`config.mk`:
```
export PLATFORM = sky130hd
export DESIGN_NAME = sha256_stream_hasher_top
export DESIGN_NICKNAME = d
export VERILOG_FILES = /design/src/sha_pkg.sv /design/src/sha_datapath.sv /design/src/sha_ctrl.sv /design/src/sha256_stream_hasher_top.sv
export VERILOG_INCLUDE_DIRS = /design/src /design/src/src
export SDC_FILE = /design/constraint.sdc
export NUM_CORES = 2
export LEC_CHECK = 0
export ABC_AREA = 1
export BUFFER_PORTS_ARGS = -buffer_cell sky130_fd_sc_hd__clkbuf_2
export CAP_MARGIN = 5
export CORE_ASPECT_RATIO = 0.8
export CORE_UTILIZATION = 50
export DETAILED_ROUTE_END_ITERATION = 16
export PLACE_DENSITY_LB_ADDON = 0.12
export REMOVE_ABC_BUFFERS = 1
export SLEW_MARGIN = 15
export SYNTH_ARGS = -nofsm -noshare
export SYNTH_HDL_FRONTEND = slang
export SYNTH_SLANG_ARGS = --single-unit
```
`constraint.sdc`:
```
create_clock -name clk -period 6.6 [get_ports clk]
set_clock_uncertainty 0.05 [all_clocks]
set_input_delay 1.32 -clock clk [delete_from_list [all_inputs] [get_ports clk]]
set_output_delay 1.32 -clock clk [all_outputs]
set_load 0.1 [all_outputs]
```
`src/sha256_stream_hasher_top_defines.svh`:
```
// Assertion macros for the hasher
`ifndef SHA256_STREAM_HASHER_TOP_DEFINES_SVH
`define SHA256_STREAM_HASHER_TOP_DEFINES_SVH

// property must hold at every edge outside reset
`define SHA_ASSERT(label, prop, msg) \
    label: assert property (@(posedge clk) disable iff (!rst_n) (prop)) else $error(msg);

// after antecedent, consequent holds next cycle
`define SHA_ASSERT_NEXT(label, ante, cons, msg) \
    label: assert property (@(posedge clk) disable iff (!rst_n) (ante) |=> (cons)) else $error(msg);

`endif

```
`src/sha_pkg.sv`:
```
`timescale 1ns / 1ps
package sha_pkg;

    typedef enum logic [2:0] {
        ST_IDLE,
        ST_ROUND,
        ST_FOLD,
        ST_PAD,
        ST_OUT
    } sha_state_t;

    // controller -> datapath
    typedef struct packed {
        logic       wr_byte;
        logic [7:0] wr_data;
        logic       count_len;
        logic       start_round;
        logic       do_round;
        logic       fold;
        logic       init;
        logic       pad_marked;
    } sha_cmd_t;

    // datapath -> controller
    typedef struct packed {
        logic [5:0] fill;
        logic [5:0] round;
    } sha_stat_t;

    localparam logic [7:0] PAD_MARK = 8'h80;
    localparam logic [5:0] LEN_POS  = 6'd56;

    localparam logic [31:0] H_INIT [8] = '{
        32'h6a09e667, 32'hbb67ae85, 32'h3c6ef372, 32'ha54ff53a,
        32'h510e527f, 32'h9b05688c, 32'h1f83d9ab, 32'h5be0cd19
    };

    localparam logic [31:0] K_TAB [64] = '{
        32'h428a2f98, 32'h71374491, 32'hb5c0fbcf, 32'he9b5dba5,
        32'h3956c25b, 32'h59f111f1, 32'h923f82a4, 32'hab1c5ed5,
        32'hd807aa98, 32'h12835b01, 32'h243185be, 32'h550c7dc3,
        32'h72be5d74, 32'h80deb1fe, 32'h9bdc06a7, 32'hc19bf174,
        32'he49b69c1, 32'hefbe4786, 32'h0fc19dc6, 32'h240ca1cc,
        32'h2de92c6f, 32'h4a7484aa, 32'h5cb0a9dc, 32'h76f988da,
        32'h983e5152, 32'ha831c66d, 32'hb00327c8, 32'hbf597fc7,
        32'hc6e00bf3, 32'hd5a79147, 32'h06ca6351, 32'h14292967,
        32'h27b70a85, 32'h2e1b2138, 32'h4d2c6dfc, 32'h53380d13,
        32'h650a7354, 32'h766a0abb, 32'h81c2c92e, 32'h92722c85,
        32'ha2bfe8a1, 32'ha81a664b, 32'hc24b8b70, 32'hc76c51a3,
        32'hd192e819, 32'hd6990624, 32'hf40e3585, 32'h106aa070,
        32'h19a4c116, 32'h1e376c08, 32'h2748774c, 32'h34b0bcb5,
        32'h391c0cb3, 32'h4ed8aa4a, 32'h5b9cca4f, 32'h682e6ff3,
        32'h748f82ee, 32'h78a5636f, 32'h84c87814, 32'h8cc70208,
        32'h90befffa, 32'ha4506ceb, 32'hbef9a3f7, 32'hc67178f2
    };

    function automatic logic [31:0] ror(input logic [31:0] v, input int n);
        return (v >> n) | (v << (32 - n));
    endfunction

endpackage

```
`src/sha_datapath.sv`:
```
`timescale 1ns / 1ps
module sha_datapath
    import sha_pkg::*;
(
    input  logic        clk,
    input  logic        rst_n,
    input  sha_cmd_t    cmd,
    input  logic [2:0]  out_sel,
    output sha_stat_t   stat,
    output logic [31:0] hash_word
);
    // block buffer doubles as the 16-word message schedule window
    logic [31:0] w_reg [16];
    logic [31:0] w_next [16];
    logic [31:0] h_reg [8];
    logic [31:0] h_next [8];
    logic [31:0] v_reg [8];
    logic [31:0] v_next [8];
    logic [5:0]  fill_reg, fill_next;
    logic [5:0]  round_reg, round_next;
    logic [63:0] len_reg, len_next;

    logic [31:0] s0, s1, t1, t2, ch, mj, e0, e1, wn;

    // length word written when padding reaches the length slot
    logic [63:0] bits;
    assign bits = {len_reg[60:0], 3'b000};

    assign stat.fill  = fill_reg;
    assign stat.round = round_reg;
    assign hash_word  = h_reg[out_sel];

    always_comb
    begin
        s0 = ror(w_reg[1], 7) ^ ror(w_reg[1], 18) ^ (w_reg[1] >> 3);
        s1 = ror(w_reg[14], 17) ^ ror(w_reg[14], 19) ^ (w_reg[14] >> 10);
        wn = w_reg[0] + s0 + w_reg[9] + s1;
        e1 = ror(v_reg[4], 6) ^ ror(v_reg[4], 11) ^ ror(v_reg[4], 25);
        ch = (v_reg[4] & v_reg[5]) ^ (~v_reg[4] & v_reg[6]);
        t1 = v_reg[7] + e1 + ch + K_TAB[round_reg] + w_reg[0];
        e0 = ror(v_reg[0], 2) ^ ror(v_reg[0], 13) ^ ror(v_reg[0], 22);
        mj = (v_reg[0] & v_reg[1]) ^ (v_reg[0] & v_reg[2]) ^ (v_reg[1] & v_reg[2]);
        t2 = e0 + mj;

        w_next     = w_reg;
        h_next     = h_reg;
        v_next     = v_reg;
        fill_next  = fill_reg;
        round_next = round_reg;
        len_next   = len_reg;

        if (cmd.count_len)
            len_next = len_reg + 64'd1;

        if (cmd.wr_byte)
        begin
            // big-endian byte lane within the word
            unique case (fill_reg[1:0])
                2'd0: w_next[fill_reg[5:2]][31:24] = cmd.wr_data;
                2'd1: w_next[fill_reg[5:2]][23:16] = cmd.wr_data;
                2'd2: w_next[fill_reg[5:2]][15:8]  = cmd.wr_data;
                default: w_next[fill_reg[5:2]][7:0] = cmd.wr_data;
            endcase
            fill_next = fill_reg + 6'd1;
        end

        if (cmd.pad_marked)
        begin
            w_next[14] = bits[63:32];
            w_next[15] = bits[31:0];
        end

        if (cmd.start_round)
        begin
            v_next     = h_reg;
            round_next = '0;
        end

        if (cmd.do_round)
        begin
            for (int i = 0; i < 15; i++)
                w_next[i] = w_reg[i + 1];
            w_next[15] = wn;
            v_next[7] = v_reg[6];
            v_next[6] = v_reg[5];
            v_next[5] = v_reg[4];
            v_next[4] = v_reg[3] + t1;
            v_next[3] = v_reg[2];
            v_next[2] = v_reg[1];
            v_next[1] = v_reg[0];
            v_next[0] = t1 + t2;
            round_next = round_reg + 6'd1;
        end

        if (cmd.fold)
            for (int i = 0; i < 8; i++)
                h_next[i] = h_reg[i] + v_reg[i];

        if (cmd.init)
        begin
            h_next    = H_INIT;
            fill_next = '0;
            len_next  = '0;
        end
    end

    always_ff @(posedge clk or negedge rst_n)
    begin
        if (!rst_n)
        begin
            h_reg     <= H_INIT;
            fill_reg  <= '0;
            round_reg <= '0;
            len_reg   <= '0;
        end
        else
        begin
            h_reg     <= h_next;
            fill_reg  <= fill_next;
            round_reg <= round_next;
            len_reg   <= len_next;
        end
    end

    always_ff @(posedge clk)
    begin
        v_reg <= v_next;
        w_reg <= w_next;
    end
endmodule

```
`src/sha_ctrl.sv`:
```
`timescale 1ns / 1ps
module sha_ctrl
    import sha_pkg::*;
(
    input  logic       clk,
    input  logic       rst_n,
    input  logic [7:0] data_byte,
    input  logic       byte_valid,
    input  logic       last_item,
    input  logic       in_valid,
    output logic       in_ready,
    output logic       out_valid,
    input  logic       out_ready,
    output logic [2:0] out_sel,
    output logic       out_last,
    input  sha_stat_t  stat,
    output sha_cmd_t   cmd
);
    sha_state_t state_reg, state_next;
    logic       final_reg, final_next;   // last item taken, digest follows padding
    logic       mark_reg, mark_next;     // 0x80 already placed
    logic [2:0] idx_reg, idx_next;

    assign out_sel  = idx_reg;
    assign out_last = (idx_reg == 3'd7);

    always_ff @(posedge clk or negedge rst_n)
    begin
        if (!rst_n)
        begin
            state_reg <= ST_IDLE;
            final_reg <= 1'b0;
            mark_reg  <= 1'b0;
            idx_reg   <= '0;
        end
        else
        begin
            state_reg <= state_next;
            final_reg <= final_next;
            mark_reg  <= mark_next;
            idx_reg   <= idx_next;
        end
    end

    always_comb
    begin
        logic acc;
        acc        = 1'b0;
        state_next = state_reg;
        final_next = final_reg;
        mark_next  = mark_reg;
        idx_next   = idx_reg;
        cmd        = '0;
        in_ready   = 1'b0;
        out_valid  = 1'b0;
        unique case (state_reg)
            ST_IDLE:
            begin
                in_ready = 1'b1;
                acc = in_valid;
                if (acc && byte_valid)
                begin
                    cmd.wr_byte   = 1'b1;
                    cmd.wr_data   = data_byte;
                    cmd.count_len = 1'b1;
                end
                if (acc)
                begin
                    if (byte_valid && stat.fill == 6'd63)
                    begin
                        cmd.start_round = 1'b1;
                        state_next = ST_ROUND;
                        final_next = 1'b0;
                        mark_next  = 1'b0;
                        if (last_item)
                            state_next = ST_ROUND;
                    end
                    if (last_item)
                        final_next = 1'b1;
                    if (last_item && !(byte_valid && stat.fill == 6'd63))
                        state_next = ST_PAD;
                end
            end
            ST_ROUND:
            begin
                cmd.do_round = 1'b1;
                if (stat.round == 6'd63)
                    state_next = ST_FOLD;
            end
            ST_FOLD:
            begin
                cmd.fold = 1'b1;
                if (!final_reg)
                    state_next = ST_IDLE;
                else if (mark_reg && stat.fill == LEN_POS && idx_reg == 3'd1)
                    state_next = ST_OUT;
                else
                    state_next = ST_PAD;
                idx_next = '0;
            end
            ST_PAD:
            begin
                // idx_reg == 1 tracks whether the length block was just compressed
                cmd.wr_byte = 1'b1;
                cmd.wr_data = mark_reg ? 8'h00 : PAD_MARK;
                mark_next   = 1'b1;
                if (mark_reg && stat.fill == LEN_POS)
                begin
                    cmd.pad_marked  = 1'b1;
                    cmd.wr_byte     = 1'b0;
                    cmd.start_round = 1'b1;
                    idx_next        = 3'd1;
                    state_next      = ST_ROUND;
                end
                else if (stat.fill == 6'd63)
                begin
                    cmd.start_round = 1'b1;
                    state_next      = ST_ROUND;
                end
            end
            default:
            begin
                out_valid = 1'b1;
                if (out_ready)
                begin
                    idx_next = idx_reg + 3'd1;
                    if (idx_reg == 3'd7)
                    begin
                        cmd.init   = 1'b1;
                        final_next = 1'b0;
                        mark_next  = 1'b0;
                        state_next = ST_IDLE;
                    end
                end
            end
        endcase
    end
endmodule

```
`src/sha256_stream_hasher_top.sv`:
```
`timescale 1ns / 1ps
// SHA-256 byte-stream hasher. At most one message byte is taken per item; the item that
// fills a block runs 64 compression rounds plus a fold on a single shared round unit
// before the next item is taken. A last item pads byte by byte up to byte 56, loads the
// length, then runs 64 rounds and a fold; when the 0x80 mark lands at byte 56 or later,
// the pad first runs to byte 63 and that block takes its own compression. The eight digest
// words then stream out, index 0 first, one per accepted cycle, and the block
// reinitializes for the next message.
`include "sha256_stream_hasher_top_defines.svh"
module sha256_stream_hasher_top
    import sha_pkg::*;
(
    input  logic        clk,
    input  logic        rst_n,
    input  logic        in_valid,
    output logic        in_ready,
    input  logic [7:0]  data_byte,
    input  logic        byte_valid,
    input  logic        last_item,
    output logic        out_valid,
    input  logic        out_ready,
    output logic [31:0] digest_word,
    output logic [2:0]  word_index,
    output logic        last_word
);
    sha_cmd_t  cmd;
    sha_stat_t stat;
    logic [2:0] sel;

    sha_ctrl u_ctrl (
        .clk, .rst_n, .data_byte, .byte_valid, .last_item, .in_valid, .in_ready,
        .out_valid, .out_ready, .out_sel(sel), .out_last(last_word), .stat, .cmd
    );

    sha_datapath u_dp (
        .clk, .rst_n, .cmd, .out_sel(sel), .stat, .hash_word(digest_word)
    );

    assign word_index = sel;

    `SHA_ASSERT(a_no_overlap, !(in_ready && out_valid), "input and output both open")
    `SHA_ASSERT(a_last_idx, !(out_valid && last_word) || word_index == 3'd7, "last off word 7")
    `SHA_ASSERT_NEXT(a_wrap, out_valid && out_ready && last_word, in_ready, "no idle after digest")
endmodule

```
==> results.json <==
{
  "status": "finished, violations left",
  "violations": "design-rule violations, negative setup slack",
  "ys_types": 70,
  "io_pins": 52,
  "antenna_found_initial": 20,
  "firstDrtPassIters": 14,
  "fillers": 16100,
  "cts_made_buffers": 120,
  "post-route-drc-count": 2,
  "fin_nets": 13100,
  "port_buffers": 51,
  "relSlewSlack_pct": 11.3,
  "rsz0062_at_grt": "yes",
  "avgSynthCellArea_um2": 7.44,
  "grt_pass1_vias": 86500,
  "clk_pin_slew_worst_paths_ns": 0.06,
  "core-area_um2": 177000,
  "routed_wl_mm": 408,
  "clk_path_buf_depth": 3,
  "placementRows": 138,
  "place.gp.congestion": 1.06,
  "syn_to_final_growth_pct": 18.0,
  "fin_cells": 15000,
  "overflow": 0,
  "synth_commonest_cells": "nand2_1, inv_1, o21ai_0",
  "dp_hpwl_mm": 309,
  "clockRootBuffer": "clkbuf_16",
  "finalCritPeriodShare_pct": 105,
  "maxCapViolations": 0,
  "vias_per_cell": 6.33,
  "crit_type": "flop to flop",
  "track_usage_pct": 43.9,
  "met2_length_mm": 159,
  "ys_async_sr_fraction_pct": 30.5,
  "cp_max_fo": 5,
  "timing.fmax_mhz": 144,
  "reg2regPathDepth": 37,
  "synth_seq_cells": 1105,
  "synth_largest_area_cell": "edfxtp_1",
  "grt_start_max_net_pins": 210,
  "yosysMostFrequentCell": "nand2_1",
  "synth-seq-area-share_pct": 35.5,
  "synth_top_area_share_pct": 25.8,
  "synth_edf_count": 768,
  "synthFlopType": "edfxtp_1",
  "grt_pass1_wl_mm": 587,
  "r2r_start": "u_dp.round_reg[0]$_DFFE_PN0P_",
  "hold_class": "primary input to async pin",
  "hold_viol_final": 0,
  "yosys_warnings": 0,
  "cts_tree": "done",
  "die_area_um2": 180000,
  "largest_register_ffs": 512,
  "placed_cells": 14700,
  "worst_pin_slew_ns": 1.32,
  "wirelength_met1_mm": 169,
  "cp.arrival_ns": 7.40,
  "finalSetupViolations": 36,
  "regToRegSetupSlack_ns": -0.33,
  "syn_inst": 12000,
  "htreeDepth": 3,
  "dp_slack_ns": -1.03,
  "clk_latency_ns": 0.85,
  "finalHoldWorstSlack_ns": 0.427,
  "start_util_pct": 50.4,
  "wl_per_cell_um": 27.3,
  "required_ns": 7.07,
  "cp-start-kind": "flop",
  "synthTopCellsByArea": "edfxtp_1, nand2_1, o21ai_0",
  "reg2reg_to": "u_dp.v_reg[243]$_DFFE_PP_",
  "vias": 94700,
  "fp.dieW_um": 474,
  "final_max_slew_viol_count": 0,
  "drtIter0Drc": 15100,
  "die-height_um": 380,
  "drive_gt1_share_pct": 16.1,
  "cts.sinks": 1105,
  "end_kind": "flop",
  "crit_slowest_cell": "fa_1",
  "cpMostUsedCell": "buf_6",
  "highest_layer": "met5",
  "detail-route-antenna-nets": 0,
  "min_period_ns": 6.93,
  "setup_ws_ns": -0.331,
  "met3WireLength_mm": 61.6,
  "netlist_area_um2": 89200,
  "critPathMaxStageDelay_ns": 0.59
}
-- placed cells by master, fill, tap and decap left out, types with 27 or more instances in the layout --
cell | synthesis | final
clkbuf_2 | 0 | 50
nand4_1 | 116 | 116
clkinv_2 | 0 | 27
o22ai_1 | 301 | 298
dfstp_2 | 136 | 136
a221oi_1 | 35 | 33
o21ai_0 | 1314 | 1190
buf_4 | 1 | 793
a22oi_1 | 203 | 203
a21oi_1 | 1285 | 1192
nand2_4 | 3 | 38
ha_1 | 401 | 320
buf_6 | 2 | 63
a31oi_1 | 80 | 77
o21ai_1 | 15 | 92
o21a_1 | 36 | 35
o21bai_1 | 70 | 65
nor2_1 | 1222 | 1099
a21oi_2 | 0 | 71
nand3_1 | 404 | 376
dfrtp_1 | 201 | 198
clkbuf_16 | 0 | 120
nor3_1 | 118 | 106
edfxtp_1 | 768 | 768
inv_1 | 1468 | 1402
inv_2 | 28 | 76
nand2_1 | 2290 | 2174
a21boi_0 | 34 | 32
o21ai_2 | 2 | 40
xor2_1 | 221 | 208
nor2_2 | 19 | 87
ha_4 | 0 | 75
nor2_4 | 6 | 61
xnor2_1 | 142 | 136
nand2_2 | 4 | 84
o211ai_1 | 40 | 40
a21o_1 | 48 | 48
fa_1 | 195 | 182
-- routing by layer --
metal,track usage (%),vias up
li1,-,41700
met1,64.8,45400
met2,58.8,6688
met3,14.1,894
met4,16.6,20
met5,0,-
-- cell families (layout without fill, tap and decap cells) --
| group | count (synthesis) | count (layout) | synth area share, % |
|---|---|---|---|
| adder cells (fa/ha/maj) | 618 | 618 | 10.2 |
| AO/OA/AOI/OAI | 3532 | 3532 | 22.0 |
| other | 0 | 3 | 0 |
| flip-flops | 1105 | 1105 | 35.5 |
| XOR/XNOR | 363 | 363 | 3.56 |
| AND/OR/NAND/NOR | 4261 | 4261 | 19.5 |
| multiplexers | 24 | 24 | 0.297 |
| buffers and inverters | 2090 | 2676 | 8.98 |
-- through the flow --
stage,instance area [µm²],setup TNS (ns),utilization [%]
6_report,105000,-5.87,59.5
2_1_floorplan,86900,-,-
3_5_place_dp,96700,-35.21,54.7
4_1_cts,104000,-2.71,58.7
5_1_grt,105000,-16.07,59.5
3_3_place_gp,96700,-35.24,54.7
-- area by class of cell --
type	count	area (µm²)	share of cell area, %
Antenna cell	3	7.51	0.00713
Clock buffer	145	3150	2.99
Clock inverter	85	1050	0.999
Inverter	1505	5710	5.42
Multi-Input combinational cell	8798	53200	50.5
Sequential cell	1105	31700	30.1
Tap cell	2380	2980	2.83
Timing Repair Buffer	941	7560	7.18
-- worst max-delay path, delay by kind of cell, from the launching register on --
kind	cells	cell delay, ns
AND/OR/NAND/NOR	8	0.55
adder cells (fa/ha/maj)	7	2.68
XOR/XNOR	2	0.24
AO/OA/AOI/OAI	8	1.32
buffers and inverters	12	1.44
flip-flops	1	0.40
-- worst max path at each step --
| stage | cells past startpoint | startpoint | slack [ns] | endpoint |
|---|---|---|---|---|
| floorplan | 7 | u_ctrl.state_reg[2]$_DFFE_PN0P_ | -30.53 | u_dp.w_reg[100]$_DFFE_PP_ |
| global placement | 34 | u_dp.round_reg[0]$_DFFE_PN0P_ | -1.06 | u_dp.v_reg[251]$_DFFE_PP_ |
| detailed placement | 35 | u_dp.round_reg[1]$_DFFE_PN0P_ | -1.03 | u_dp.v_reg[251]$_DFFE_PP_ |
| CTS | 41 | u_dp.round_reg[1]$_DFFE_PN0P_ | -0.28 | u_dp.v_reg[255]$_DFFE_PP_ |
| global route | 38 | u_dp.round_reg[0]$_DFFE_PN0P_ | -0.58 | u_dp.v_reg[255]$_DFFE_PP_ |
| finish | 37 | u_dp.round_reg[0]$_DFFE_PN0P_ | -0.33 | u_dp.v_reg[243]$_DFFE_PP_ |
-- timing repair --
action,4_1_cts,5_1_grt
setup endpoints to repair,50,52
pin swaps,210,142
gates resized for setup,634,346
gates cloned,2,0
endpoints found under the hold margin,0,0
hold buffers,0,0
buffers inserted,52,20
Power is not shown: default switching activity piles up to over one toggle a cycle in this logic, so the estimate is an artifact.
